[src/hw/rtl/ecsm_pkg.sv]
package ecsm_pkg;

    // Configuration register indexes
    typedef logic [1:0] cfg_index_t;
    localparam cfg_index_t REG_FIELD_PRIME = 2'd0;
    localparam cfg_index_t REG_CURVE_A     = 2'd1;
    localparam cfg_index_t REG_CURVE_ORDER = 2'd2;

    // Sequencer states, one-hot
    typedef enum logic [19:0] {
        ST_IDLE   = 20'b0000_0000_0000_0000_0001,
        ST_MUL    = 20'b0000_0000_0000_0000_0010,
        ST_DIV    = 20'b0000_0000_0000_0000_0100,
        ST_RK     = 20'b0000_0000_0000_0000_1000,
        ST_RX     = 20'b0000_0000_0000_0001_0000,
        ST_RY     = 20'b0000_0000_0000_0010_0000,
        ST_RA     = 20'b0000_0000_0000_0100_0000,
        ST_SCAN   = 20'b0000_0000_0000_1000_0000,
        ST_DBL    = 20'b0000_0000_0001_0000_0000,
        ST_SQ     = 20'b0000_0000_0010_0000_0000,
        ST_NUM    = 20'b0000_0000_0100_0000_0000,
        ST_ESTART = 20'b0000_0000_1000_0000_0000,
        ST_EQ     = 20'b0000_0001_0000_0000_0000,
        ST_ET     = 20'b0000_0010_0000_0000_0000,
        ST_LAM    = 20'b0000_0100_0000_0000_0000,
        ST_RXS    = 20'b0000_1000_0000_0000_0000,
        ST_RYS    = 20'b0001_0000_0000_0000_0000,
        ST_ADD    = 20'b0010_0000_0000_0000_0000,
        ST_NXT    = 20'b0100_0000_0000_0000_0000,
        ST_OUT    = 20'b1000_0000_0000_0000_0000
    } state_t;

endpackage

[src/hw/rtl/ecsm_in_if.sv]
interface ecsm_in_if #(
    parameter int FIELD_BITS  = 16,
    parameter int SCALAR_BITS = 32
);
    logic                   valid;
    logic                   ready;
    logic [FIELD_BITS-1:0]  base_x;
    logic [FIELD_BITS-1:0]  base_y;
    logic [SCALAR_BITS-1:0] scalar;

    modport source (output valid, base_x, base_y, scalar, input ready);
    modport sink   (input valid, base_x, base_y, scalar, output ready);
endinterface

[src/hw/rtl/ecsm_out_if.sv]
interface ecsm_out_if #(
    parameter int FIELD_BITS = 16
);
    logic                  valid;
    logic                  ready;
    logic [FIELD_BITS-1:0] result_x;
    logic [FIELD_BITS-1:0] result_y;
    logic                  at_infinity;

    modport source (output valid, result_x, result_y, at_infinity, input ready);
    modport sink   (input valid, result_x, result_y, at_infinity, output ready);
endinterface

[src/hw/rtl/ec_point_scalar_multiply.sv]
// Sequence: the scalar is reduced mod n and x, y and a mod p; the scalar is then scanned
//   for its top set bit, which loads the base point; for each lower bit the point is doubled
//   and, if the bit is set, the base point added (slope inverse by extended Euclid).
// Throughput: one transfer at a time; in ready only in idle. The bit-serial
//   remainder unit, shared by every modular reduction and division, limits the rate.
// Reset: asynchronous, active low; config returns to p=17, a=2, n=19, block idle.
module ec_point_scalar_multiply #(
    parameter int FIELD_BITS  = 16,
    parameter int SCALAR_BITS = 32
) (
    input  logic                        clk,
    input  logic                        rst_n,
    input  logic                        cfg_we,
    input  ecsm_pkg::cfg_index_t        cfg_index,
    input  logic [FIELD_BITS:0]         cfg_data,
    ecsm_in_if.sink                     din,
    ecsm_out_if.source                  dout
);
    import ecsm_pkg::*;

    localparam int F  = FIELD_BITS;
    localparam int S  = SCALAR_BITS;
    localparam int W  = (2 * F > S) ? 2 * F : S;   // dividend width of the remainder unit
    localparam int CW = $clog2(W + 1);
    localparam int IW = $clog2(S);

    // ---------------------------------------------------------------
    // Configuration registers
    // ---------------------------------------------------------------
    logic [F-1:0] prime_reg;
    logic [F-1:0] coef_a_reg;
    logic [F:0]   order_reg;

    always_ff @(posedge clk or negedge rst_n)
    begin
        if (!rst_n)
        begin
            prime_reg  <= F'(17);
            coef_a_reg <= F'(2);
            order_reg  <= (F + 1)'(19);
        end
        else if (cfg_we)
        begin
            case (cfg_index)
                REG_FIELD_PRIME: prime_reg  <= cfg_data[F-1:0];
                REG_CURVE_A:     coef_a_reg <= cfg_data[F-1:0];
                REG_CURVE_ORDER: order_reg  <= cfg_data;
                default:         ;
            endcase
        end
    end

    // Clamp modulus and order to their legal minimum
    logic [F-1:0] p_eff;
    logic [F:0]   n_eff;
    assign p_eff = (prime_reg < F'(3)) ? F'(3) : prime_reg;
    assign n_eff = (order_reg < (F + 1)'(2)) ? (F + 1)'(2) : order_reg;

    // Modular add / subtract on reduced operands
    function automatic logic [F-1:0] add_mod(logic [F-1:0] u, logic [F-1:0] v,
                                             logic [F-1:0] m);
        logic [F:0] s;
        s = {1'b0, u} + {1'b0, v};
        if (s >= {1'b0, m})
            s = s - {1'b0, m};
        return s[F-1:0];
    endfunction

    function automatic logic [F-1:0] sub_mod(logic [F-1:0] u, logic [F-1:0] v,
                                             logic [F-1:0] m);
        logic [F-1:0] d;
        if (u >= v)
            d = u - v;
        else
            d = u + (m - v);
        return d;
    endfunction

    // ---------------------------------------------------------------
    // Sequencer and datapath registers
    // ---------------------------------------------------------------
    state_t         state_reg, state_next;
    state_t         ret_reg, ret_next;          // continuation after MUL/DIV
    logic [F-1:0]   ma_reg, ma_next;            // multiplier operands
    logic [F-1:0]   mb_reg, mb_next;
    logic [W-1:0]   dvd_reg, dvd_next;          // dividend, MSB first
    logic [F:0]     dm_reg, dm_next;            // divisor
    logic [F:0]     rem_reg, rem_next;
    logic [F-1:0]   quo_reg, quo_next;
    logic [CW-1:0]  cnt_reg, cnt_next;

    logic [F-1:0]   x_in_reg, x_in_next;
    logic [F-1:0]   y_in_reg, y_in_next;
    logic [S-1:0]   k_reg, k_next;
    logic [F-1:0]   p_reg, p_next;
    logic [F-1:0]   a_reg, a_next;
    logic [F-1:0]   bx_reg, bx_next;
    logic [F-1:0]   by_reg, by_next;
    logic [F-1:0]   ax_reg, ax_next;
    logic [F-1:0]   ay_reg, ay_next;
    logic           ainf_reg, ainf_next;
    logic [F-1:0]   tx_reg, tx_next;            // x of second operand
    logic [F-1:0]   num_reg, num_next;
    logic [F-1:0]   den_reg, den_next;
    logic [F-1:0]   lam_reg, lam_next;
    logic [F-1:0]   r1_reg, r1_next;            // Euclid remainders
    logic [F-1:0]   rm_reg, rm_next;
    logic [F-1:0]   t0_reg, t0_next;            // Euclid coefficients, kept mod p
    logic [F-1:0]   t1_reg, t1_next;
    logic [IW-1:0]  idx_reg, idx_next;
    logic           addph_reg, addph_next;      // current op is the add of a bit

    logic           ov_reg, ov_next;
    logic [F-1:0]   ox_reg, ox_next;
    logic [F-1:0]   oy_reg, oy_next;
    logic           oinf_reg, oinf_next;

    // Shared remainder step
    logic [F+1:0]   trial;
    logic           qbit;
    logic [2*F-1:0] prod;
    logic [F-1:0]   rx_c;
    logic [F-1:0]   res_f;

    assign trial = {rem_reg, dvd_reg[W-1]};
    assign qbit  = (trial >= {1'b0, dm_reg});
    assign prod  = ma_reg * mb_reg;
    assign res_f = rem_reg[F-1:0];
    assign rx_c  = sub_mod(sub_mod(res_f, ax_reg, p_reg), tx_reg, p_reg);

    assign din.ready        = (state_reg == ST_IDLE);
    assign dout.valid       = ov_reg;
    assign dout.result_x    = ox_reg;
    assign dout.result_y    = oy_reg;
    assign dout.at_infinity = oinf_reg;

    always_comb
    begin
        state_next = state_reg;
        ret_next   = ret_reg;
        ma_next    = ma_reg;
        mb_next    = mb_reg;
        dvd_next   = dvd_reg;
        dm_next    = dm_reg;
        rem_next   = rem_reg;
        quo_next   = quo_reg;
        cnt_next   = cnt_reg;
        x_in_next  = x_in_reg;
        y_in_next  = y_in_reg;
        k_next     = k_reg;
        p_next     = p_reg;
        a_next     = a_reg;
        bx_next    = bx_reg;
        by_next    = by_reg;
        ax_next    = ax_reg;
        ay_next    = ay_reg;
        ainf_next  = ainf_reg;
        tx_next    = tx_reg;
        num_next   = num_reg;
        den_next   = den_reg;
        lam_next   = lam_reg;
        r1_next    = r1_reg;
        rm_next    = rm_reg;
        t0_next    = t0_reg;
        t1_next    = t1_reg;
        idx_next   = idx_reg;
        addph_next = addph_reg;
        ov_next    = ov_reg;
        ox_next    = ox_reg;
        oy_next    = oy_reg;
        oinf_next  = oinf_reg;

        case (state_reg)
            ST_IDLE:
            begin
                if (din.valid)
                begin
                    x_in_next  = din.base_x;
                    y_in_next  = din.base_y;
                    p_next     = p_eff;
                    ainf_next  = 1'b1;
                    ax_next    = '0;
                    ay_next    = '0;
                    // scalar mod n
                    dvd_next   = W'(din.scalar) << (W - S);
                    cnt_next   = CW'(S);
                    dm_next    = n_eff;
                    rem_next   = '0;
                    ret_next   = ST_RK;
                    state_next = ST_DIV;
                end
            end

            ST_MUL:
            begin
                dvd_next   = W'(prod) << (W - 2 * F);
                cnt_next   = CW'(2 * F);
                dm_next    = {1'b0, p_reg};
                rem_next   = '0;
                state_next = ST_DIV;
            end

            ST_DIV:
            begin
                rem_next = qbit ? (trial[F:0] - dm_reg) : trial[F:0];
                quo_next = {quo_reg[F-2:0], qbit};
                dvd_next = dvd_reg << 1;
                cnt_next = cnt_reg - CW'(1);
                if (cnt_reg == CW'(1))
                    state_next = ret_reg;
            end

            ST_RK:
            begin
                k_next     = S'(rem_reg);
                dvd_next   = W'(x_in_reg) << (W - F);
                cnt_next   = CW'(F);
                dm_next    = {1'b0, p_reg};
                rem_next   = '0;
                ret_next   = ST_RX;
                state_next = ST_DIV;
            end

            ST_RX:
            begin
                bx_next    = res_f;
                dvd_next   = W'(y_in_reg) << (W - F);
                cnt_next   = CW'(F);
                rem_next   = '0;
                ret_next   = ST_RY;
                state_next = ST_DIV;
            end

            ST_RY:
            begin
                by_next    = res_f;
                dvd_next   = W'(coef_a_reg) << (W - F);
                cnt_next   = CW'(F);
                rem_next   = '0;
                ret_next   = ST_RA;
                state_next = ST_DIV;
            end

            ST_RA:
            begin
                a_next     = res_f;
                idx_next   = IW'(S - 1);
                state_next = ST_SCAN;
            end

            // Find the top set bit; it loads the base point
            ST_SCAN:
            begin
                if (k_reg[idx_reg])
                begin
                    ax_next   = bx_reg;
                    ay_next   = by_reg;
                    ainf_next = 1'b0;
                    if (idx_reg == '0)
                        state_next = ST_OUT;
                    else
                    begin
                        idx_next   = idx_reg - IW'(1);
                        addph_next = 1'b0;
                        state_next = ST_DBL;
                    end
                end
                else if (idx_reg == '0)
                    state_next = ST_OUT;
                else
                    idx_next = idx_reg - IW'(1);
            end

            ST_DBL:
            begin
                if (ainf_reg)
                    state_next = ST_NXT;
                else
                begin
                    tx_next    = ax_reg;
                    ma_next    = ax_reg;
                    mb_next    = ax_reg;
                    ret_next   = ST_SQ;
                    state_next = ST_MUL;
                end
            end

            ST_ADD:
            begin
                if (ainf_reg)
                begin
                    ax_next    = bx_reg;
                    ay_next    = by_reg;
                    ainf_next  = 1'b0;
                    state_next = ST_NXT;
                end
                else if (ax_reg == bx_reg && ay_reg == by_reg)
                begin
                    // same point: doubling slope
                    tx_next    = ax_reg;
                    ma_next    = ax_reg;
                    mb_next    = ax_reg;
                    ret_next   = ST_SQ;
                    state_next = ST_MUL;
                end
                else if (ax_reg == bx_reg)
                begin
                    ainf_next  = 1'b1;
                    state_next = ST_NXT;
                end
                else
                begin
                    tx_next    = bx_reg;
                    num_next   = sub_mod(ay_reg, by_reg, p_reg);
                    den_next   = sub_mod(ax_reg, bx_reg, p_reg);
                    state_next = ST_ESTART;
                end
            end

            ST_SQ:
            begin
                ma_next    = F'(3);
                mb_next    = res_f;
                ret_next   = ST_NUM;
                state_next = ST_MUL;
            end

            ST_NUM:
            begin
                num_next   = add_mod(res_f, a_reg, p_reg);
                den_next   = add_mod(ay_reg, ay_reg, p_reg);
                state_next = ST_ESTART;
            end

            // Extended Euclid: r0 = p, r1 = den
            ST_ESTART:
            begin
                if (den_reg == '0)
                begin
                    ainf_next  = 1'b1;
                    state_next = ST_NXT;
                end
                else
                begin
                    r1_next    = den_reg;
                    t0_next    = '0;
                    t1_next    = F'(1);
                    dvd_next   = W'(p_reg) << (W - F);
                    cnt_next   = CW'(F);
                    dm_next    = {1'b0, den_reg};
                    rem_next   = '0;
                    ret_next   = ST_EQ;
                    state_next = ST_DIV;
                end
            end

            ST_EQ:
            begin
                rm_next    = res_f;
                ma_next    = quo_reg;
                mb_next    = t1_reg;
                ret_next   = ST_ET;
                state_next = ST_MUL;
            end

            ST_ET:
            begin
                t0_next = t1_reg;
                t1_next = sub_mod(t0_reg, res_f, p_reg);
                r1_next = rm_reg;
                if (rm_reg == '0)
                begin
                    if (r1_reg == F'(1))
                    begin
                        ma_next    = num_reg;
                        mb_next    = t1_reg;
                        ret_next   = ST_LAM;
                        state_next = ST_MUL;
                    end
                    else
                    begin
                        ainf_next  = 1'b1;
                        state_next = ST_NXT;
                    end
                end
                else
                begin
                    dvd_next   = W'(r1_reg) << (W - F);
                    cnt_next   = CW'(F);
                    dm_next    = {1'b0, rm_reg};
                    rem_next   = '0;
                    ret_next   = ST_EQ;
                    state_next = ST_DIV;
                end
            end

            ST_LAM:
            begin
                lam_next   = res_f;
                ma_next    = res_f;
                mb_next    = res_f;
                ret_next   = ST_RXS;
                state_next = ST_MUL;
            end

            ST_RXS:
            begin
                tx_next    = rx_c;             // tx no longer needed; holds new x
                ma_next    = lam_reg;
                mb_next    = sub_mod(ax_reg, rx_c, p_reg);
                ret_next   = ST_RYS;
                state_next = ST_MUL;
            end

            ST_RYS:
            begin
                ax_next    = tx_reg;
                ay_next    = sub_mod(res_f, ay_reg, p_reg);
                ainf_next  = 1'b0;
                state_next = ST_NXT;
            end

            ST_NXT:
            begin
                if (!addph_reg && k_reg[idx_reg])
                begin
                    addph_next = 1'b1;
                    state_next = ST_ADD;
                end
                else if (idx_reg == '0)
                    state_next = ST_OUT;
                else
                begin
                    idx_next   = idx_reg - IW'(1);
                    addph_next = 1'b0;
                    state_next = ST_DBL;
                end
            end

            ST_OUT:
            begin
                if (!ov_reg)
                begin
                    ov_next    = 1'b1;
                    ox_next    = ainf_reg ? '0 : ax_reg;
                    oy_next    = ainf_reg ? '0 : ay_reg;
                    oinf_next  = ainf_reg;
                    state_next = ST_IDLE;
                end
            end

            default:
                state_next = ST_IDLE;
        endcase

        // output transfer
        if (ov_reg && dout.ready)
            ov_next = 1'b0;
    end

    always_ff @(posedge clk or negedge rst_n)
    begin
        if (!rst_n)
        begin
            state_reg <= ST_IDLE;
            ret_reg   <= ST_IDLE;
            ov_reg    <= 1'b0;
            cnt_reg   <= '0;
            idx_reg   <= '0;
            addph_reg <= 1'b0;
        end
        else
        begin
            state_reg <= state_next;
            ret_reg   <= ret_next;
            ov_reg    <= ov_next;
            cnt_reg   <= cnt_next;
            idx_reg   <= idx_next;
            addph_reg <= addph_next;
        end
    end

    always_ff @(posedge clk)
    begin
        ma_reg   <= ma_next;
        mb_reg   <= mb_next;
        dvd_reg  <= dvd_next;
        dm_reg   <= dm_next;
        rem_reg  <= rem_next;
        quo_reg  <= quo_next;
        x_in_reg <= x_in_next;
        y_in_reg <= y_in_next;
        k_reg    <= k_next;
        p_reg    <= p_next;
        a_reg    <= a_next;
        bx_reg   <= bx_next;
        by_reg   <= by_next;
        ax_reg   <= ax_next;
        ay_reg   <= ay_next;
        ainf_reg <= ainf_next;
        tx_reg   <= tx_next;
        num_reg  <= num_next;
        den_reg  <= den_next;
        lam_reg  <= lam_next;
        r1_reg   <= r1_next;
        rm_reg   <= rm_next;
        t0_reg   <= t0_next;
        t1_reg   <= t1_next;
        ox_reg   <= ox_next;
        oy_reg   <= oy_next;
        oinf_reg <= oinf_next;
    end

endmodule
[src/flat_wrapper.sv]
// flat-port wrapper written by rule: the top's interface ports become plain ports
module ec_point_scalar_multiply_flat import ecsm_pkg::*;
#(
    parameter int FIELD_BITS  = 16,
    parameter int SCALAR_BITS = 32
)
  (clk, rst_n, cfg_we, cfg_index, cfg_data, din_valid, din_base_x, din_base_y, din_scalar, din_ready, dout_valid, dout_result_x, dout_result_y, dout_at_infinity, dout_ready);
  ecsm_in_if #(.FIELD_BITS(FIELD_BITS), .SCALAR_BITS(SCALAR_BITS)) din_i ();
  ecsm_out_if #(.FIELD_BITS(FIELD_BITS)) dout_i ();
  input  logic clk;
  input  logic rst_n;
  input  logic cfg_we;
  input  ecsm_pkg::cfg_index_t cfg_index;
  input  logic [FIELD_BITS:0] cfg_data;
  input wire logic [$bits(din_i.valid)-1:0] din_valid;
  input wire logic [$bits(din_i.base_x)-1:0] din_base_x;
  input wire logic [$bits(din_i.base_y)-1:0] din_base_y;
  input wire logic [$bits(din_i.scalar)-1:0] din_scalar;
  output wire logic [$bits(din_i.ready)-1:0] din_ready;
  output wire logic [$bits(dout_i.valid)-1:0] dout_valid;
  output wire logic [$bits(dout_i.result_x)-1:0] dout_result_x;
  output wire logic [$bits(dout_i.result_y)-1:0] dout_result_y;
  output wire logic [$bits(dout_i.at_infinity)-1:0] dout_at_infinity;
  input wire logic [$bits(dout_i.ready)-1:0] dout_ready;
  assign din_i.valid = din_valid;
  assign din_i.base_x = din_base_x;
  assign din_i.base_y = din_base_y;
  assign din_i.scalar = din_scalar;
  assign din_ready = din_i.ready;
  assign dout_valid = dout_i.valid;
  assign dout_result_x = dout_i.result_x;
  assign dout_result_y = dout_i.result_y;
  assign dout_at_infinity = dout_i.at_infinity;
  assign dout_i.ready = dout_ready;
  ec_point_scalar_multiply #(.FIELD_BITS(FIELD_BITS), .SCALAR_BITS(SCALAR_BITS)) u_core (.clk(clk), .rst_n(rst_n), .cfg_we(cfg_we), .cfg_index(cfg_index), .cfg_data(cfg_data), .din(din_i), .dout(dout_i));
endmodule
[config.mk]
export PLATFORM = sky130hd
export DESIGN_NAME = ec_point_scalar_multiply_flat
export DESIGN_NICKNAME = d
export VERILOG_FILES = /design/src/hw/rtl/ecsm_pkg.sv /design/src/hw/rtl/ecsm_in_if.sv /design/src/hw/rtl/ecsm_out_if.sv /design/src/hw/rtl/ec_point_scalar_multiply.sv /design/src/flat_wrapper.sv
export SDC_FILE = /design/constraint.sdc
export NUM_CORES = 2
export LEC_CHECK = 0
export ABC_AREA = 1
export BUFFER_PORTS_ARGS = -buffer_cell sky130_fd_sc_hd__buf_2
export CORE_MARGIN = 3
export CORE_UTILIZATION = 44
export DETAILED_ROUTE_END_ITERATION = 7
export PLACE_DENSITY = 0.68
export SLEW_MARGIN = 15
export SYNTH_ARGS = -nofsm -noshare
export SYNTH_HDL_FRONTEND = slang
export SYNTH_SLANG_ARGS = --single-unit
[constraint.sdc]
create_clock -name clk -period 8.73 [get_ports clk]
set_input_delay 0.873 -clock clk [delete_from_list [all_inputs] [get_ports clk]]
set_output_delay 0.873 -clock clk [all_outputs]
set_load 0.1 [all_outputs]
==> metrics.md <==
| Metric | Value |
|---|---|
| Max reg flops | `32` |
| Max_cap viols | `0` |
| Largest stage delay, worst path | `0.70 ns` |
| Cell Area, Synth | `48,600 sq um` |
| Mapped Nets | `between 6,000 and 7,000` |
| Reg area | `15,000 sq um` |
| GR Overflow Total | `0` |
| Synth async-reset ratio | `between 10% and 20%` |
| Via count | `42,545` |
| Via-to-Cell Ratio | `about 5.6` |
| Share of layout cells above drive strength 1 | `6.33%` |
| Slowest cell on crit path | `edfxtp_1` |
| Starting Density | `44.5%` |
| Final min period | `7.83 ns` |
| Critical Path RT | `9.15 ns` |
| CP endpoint kind | `flip-flop` |
| Worst R2R End | `u_core.mb_reg[10]$_DFFE_PP_` |
| Most common flop cell mapped by yosys | `edfxtp_1` |
| RSZ-0062 raised after global routing | `false` |
| Ports | `123` |
| Final setup fails | `0` |
| FF+latch count, synth | `515` |
| Hold Path Class | `in2async` |
| Routed WL | `169,000 um` |
| Fin crit share | `89.7%` |
| Worst R2R Path Depth | `32` |
| Max Slew Vio Count | `0` |
| CP Class | `reg2reg` |
| Fmax | `0.128 GHz` |
| Clock sinks | `~520` |
| Relative slew margins | `about 10%` |
| Final routed DRC violation total | `2` |
| Fin Setup TNS | `0 ns` |
| Initial antenna violation count | `7` |
| TritonRoute pass-1 iters | `8` |
| RePlAce Congestion | `approximately 1.0` |
| Syn Inst Count | `6,028` |
| Port buffer count | `122` |
| Post-synth EDFFs | `~420` |
| Die W | `338 um` |
| Flop2flop setup slack | `between 0.9 and 1 ns` |
| Core ar. | `between 100,000 and 150,000 sq um` |
| Die H | `about 340 um` |
| Synth Warn # | `0` |
| Clock Latency Late Sink | `0.69 ns` |
| Startpoint Class | `flip-flop` |
| Reg2reg start | `u_core.p_reg[1]$_SDFFCE_PN1P_` |
| Area Growth Syn to Fin | `8.38%` |
| Drt wl/cell | `22.2 um` |
| Vias in the first global route | `approximately 42,000` |
| Seq/Total Area, Yosys | `30.9%` |
| Worst Skew | `0.0597 ns` |
| Max FO, Critical Path | `23` |
| Largest net degree at the start of global routing | `75` |
| Setup ws final | `~0.9 ns` |
| All-layer global routing usage | `29.0%` |
| Die area | `114,000 sq um` |
| First-pass GRT wire length | `253,000 um` |
| Resized cells post-CTS | `0` |
| Post-synth cell types | `66` |
| DRT iter0 DRCs | `4,459` |
| Failing checks | `design-rule violations` |
| Finished Core Util | `48.2%` |
| ANT nets after route | `0` |
| Status | `finished with violations` |
| H-Tree Depth | `2` |
| Maximum clock path buffer count | `3` |
| Slew @ Worst Pin | `1.35 ns` |
| Final nets | `6,888` |
| WP data arrival | `8.24 ns` |
| Fill cells | `10,550` |
| Setup Fix Bufs, Post-CTS | `0` |
| Detailed placement HPWL | `134,000 um` |
| Worst-path clk slew | `0.06 ns` |
| Post-CTS Hold Fix Bufs | `0` |
| Area of the multi-input gates | `28,800 sq um` |
| Fin. Hold Viols | `0` |
| Num CTS Buffers | `57` |
| Mapped Avg Cell Area | `8.06 sq um` |
| Num rows | `121` |
| Place WS | `1.06 ns` |
| Root Driver | `clkbuf_16` |
| TritonCTS clock tree | `built` |
[worst max-delay path, delay by kind of cell, from the launching register on]
kind | cells | cell delay (ns)
buf+inv | 6 | 1.33
fa+ha+maj | 4 | 1.86
flops | 1 | 0.70
compound gates | 9 | 1.84
simple gates | 13 | 1.82
[cell usage after synthesis (56+ instances only)]
library cell | n | area [sq um]
ha_1 | 394 | 4930
dfrtp_1 | 86 | 2150
fa_1 | 310 | 6210
xor2_1 | 129 | 1130
xnor2_1 | 83 | 727
edfxtp_1 | 421 | 12600
o21ai_0 | 327 | 1640
clkbuf_1 | 111 | 417
a21oi_1 | 357 | 1790
nand3_1 | 335 | 1680
inv_1 | 1038 | 3900
nand2_1 | 1461 | 5480
nor2_1 | 338 | 1270
nor3_1 | 56 | 280
nand4_1 | 58 | 363
[how the worst max path moves through the flow]
stage,start,to,slack (ns),cells after the start
5_1_grt,u_core.p_reg[1]$_SDFFCE_PN1P_,u_core.mb_reg[10]$_DFFE_PP_,0.38,32
2_1_floorplan,u_core.rem_reg[1]$_SDFFCE_PP0P_,u_core.mb_reg[14]$_DFFE_PP_,2.53,37
4_1_cts,u_core.p_reg[1]$_SDFFCE_PN1P_,u_core.mb_reg[10]$_DFFE_PP_,1.04,32
3_3_place_gp,u_core.p_reg[1]$_SDFFCE_PN1P_,u_core.mb_reg[14]$_DFFE_PP_,1.15,31
6_report,u_core.p_reg[1]$_SDFFCE_PN1P_,u_core.mb_reg[10]$_DFFE_PP_,0.90,32
3_5_place_dp,u_core.p_reg[1]$_SDFFCE_PN1P_,u_core.mb_reg[13]$_DFFE_PP_,1.06,32
[kinds of logic after synthesis]
group                    after synthesis  share of synthesized area, %
AND/OR/NAND/NOR                     2381                          20.9
buffers and inverters               1237                          9.90
AO/OA/AOI/OAI                        978                          11.6
adder cells (fa/ha/maj)              704                          22.9
flip-flops                           515                          30.9
XOR/XNOR                             212                          3.82
multiplexers                           1                        0.0206
[final cells by class]
| class | count | share of cell area [%] |
|---|---|---|
| clock buffers | 72 | 2.98 |
| well taps | 1476 | 3.51 |
| multi-input cells | 4276 | 54.7 |
| flip-flops and latches | 515 | 28.5 |
| inverters | 1060 | 7.56 |
| clock inverters | 36 | 0.654 |
| repair buffers | 186 | 2.08 |
| diodes | 2 | 0.00951 |
[routing by layer]
metal  share of wire, %  track usage (%)  vias up
li1                   -                -    19805
met1                 39             36.6    20483
met2                 45             47.0     1844
met3                9.2             5.70      411
met4                6.5             15.6        2
met5             0.0065                0        -
[layout by cell type (no fill, tap or decap), types with 9 or more instances in the layout]
| cell | Yosys | final |
|---|---|---|
| clkinv_2 | 0 | 13 |
| o21ai_1 | 11 | 11 |
| o2111ai_1 | 25 | 25 |
| clkbuf_16 | 0 | 60 |
| ha_1 | 394 | 394 |
| xor2_1 | 129 | 129 |
| nor2_1 | 338 | 335 |
| o31ai_1 | 10 | 10 |
| nand3_1 | 335 | 335 |
| nand4_1 | 58 | 58 |
| o22ai_1 | 38 | 38 |
| nand2_1 | 1461 | 1461 |
| a21o_1 | 38 | 38 |
| nor4_1 | 22 | 22 |
| o21bai_1 | 48 | 48 |
| nor2_2 | 10 | 9 |
| nand2_2 | 11 | 11 |
| dfrtp_1 | 86 | 86 |
| a221oi_1 | 15 | 15 |
| a31oi_1 | 15 | 15 |
| edfxtp_1 | 421 | 421 |
| inv_2 | 20 | 20 |
| fa_1 | 310 | 310 |
| a21oi_1 | 357 | 356 |
| a211oi_1 | 11 | 11 |
| nor3_1 | 56 | 55 |
| nand3b_1 | 28 | 28 |
| a21boi_0 | 25 | 24 |
| clkbuf_1 | 111 | 10 |
| o21ai_0 | 327 | 327 |
| buf_4 | 15 | 65 |
| inv_1 | 1038 | 1038 |
| o211ai_1 | 33 | 33 |
| xnor2_1 | 83 | 83 |
| or2_2 | 22 | 22 |
| buf_2 | 44 | 121 |
[through the flow]
stage / hold WS (ns) / instance area, sq um / instances
5_1_grt: 0.155 / 52600 / 7621
6_report: 0.137 / 52600 / 7623
2_1_floorplan: 0.424 / 48600 / 6028
4_1_cts: 0.130 / 52600 / 7621
3_3_place_gp: 0.430 / 50700 / 7513
3_5_place_dp: 0.435 / 50700 / 7513
Power is left out: the tool's default activity adds up to more than one toggle a clock period on the data nets, which glitch-free logic cannot reach.
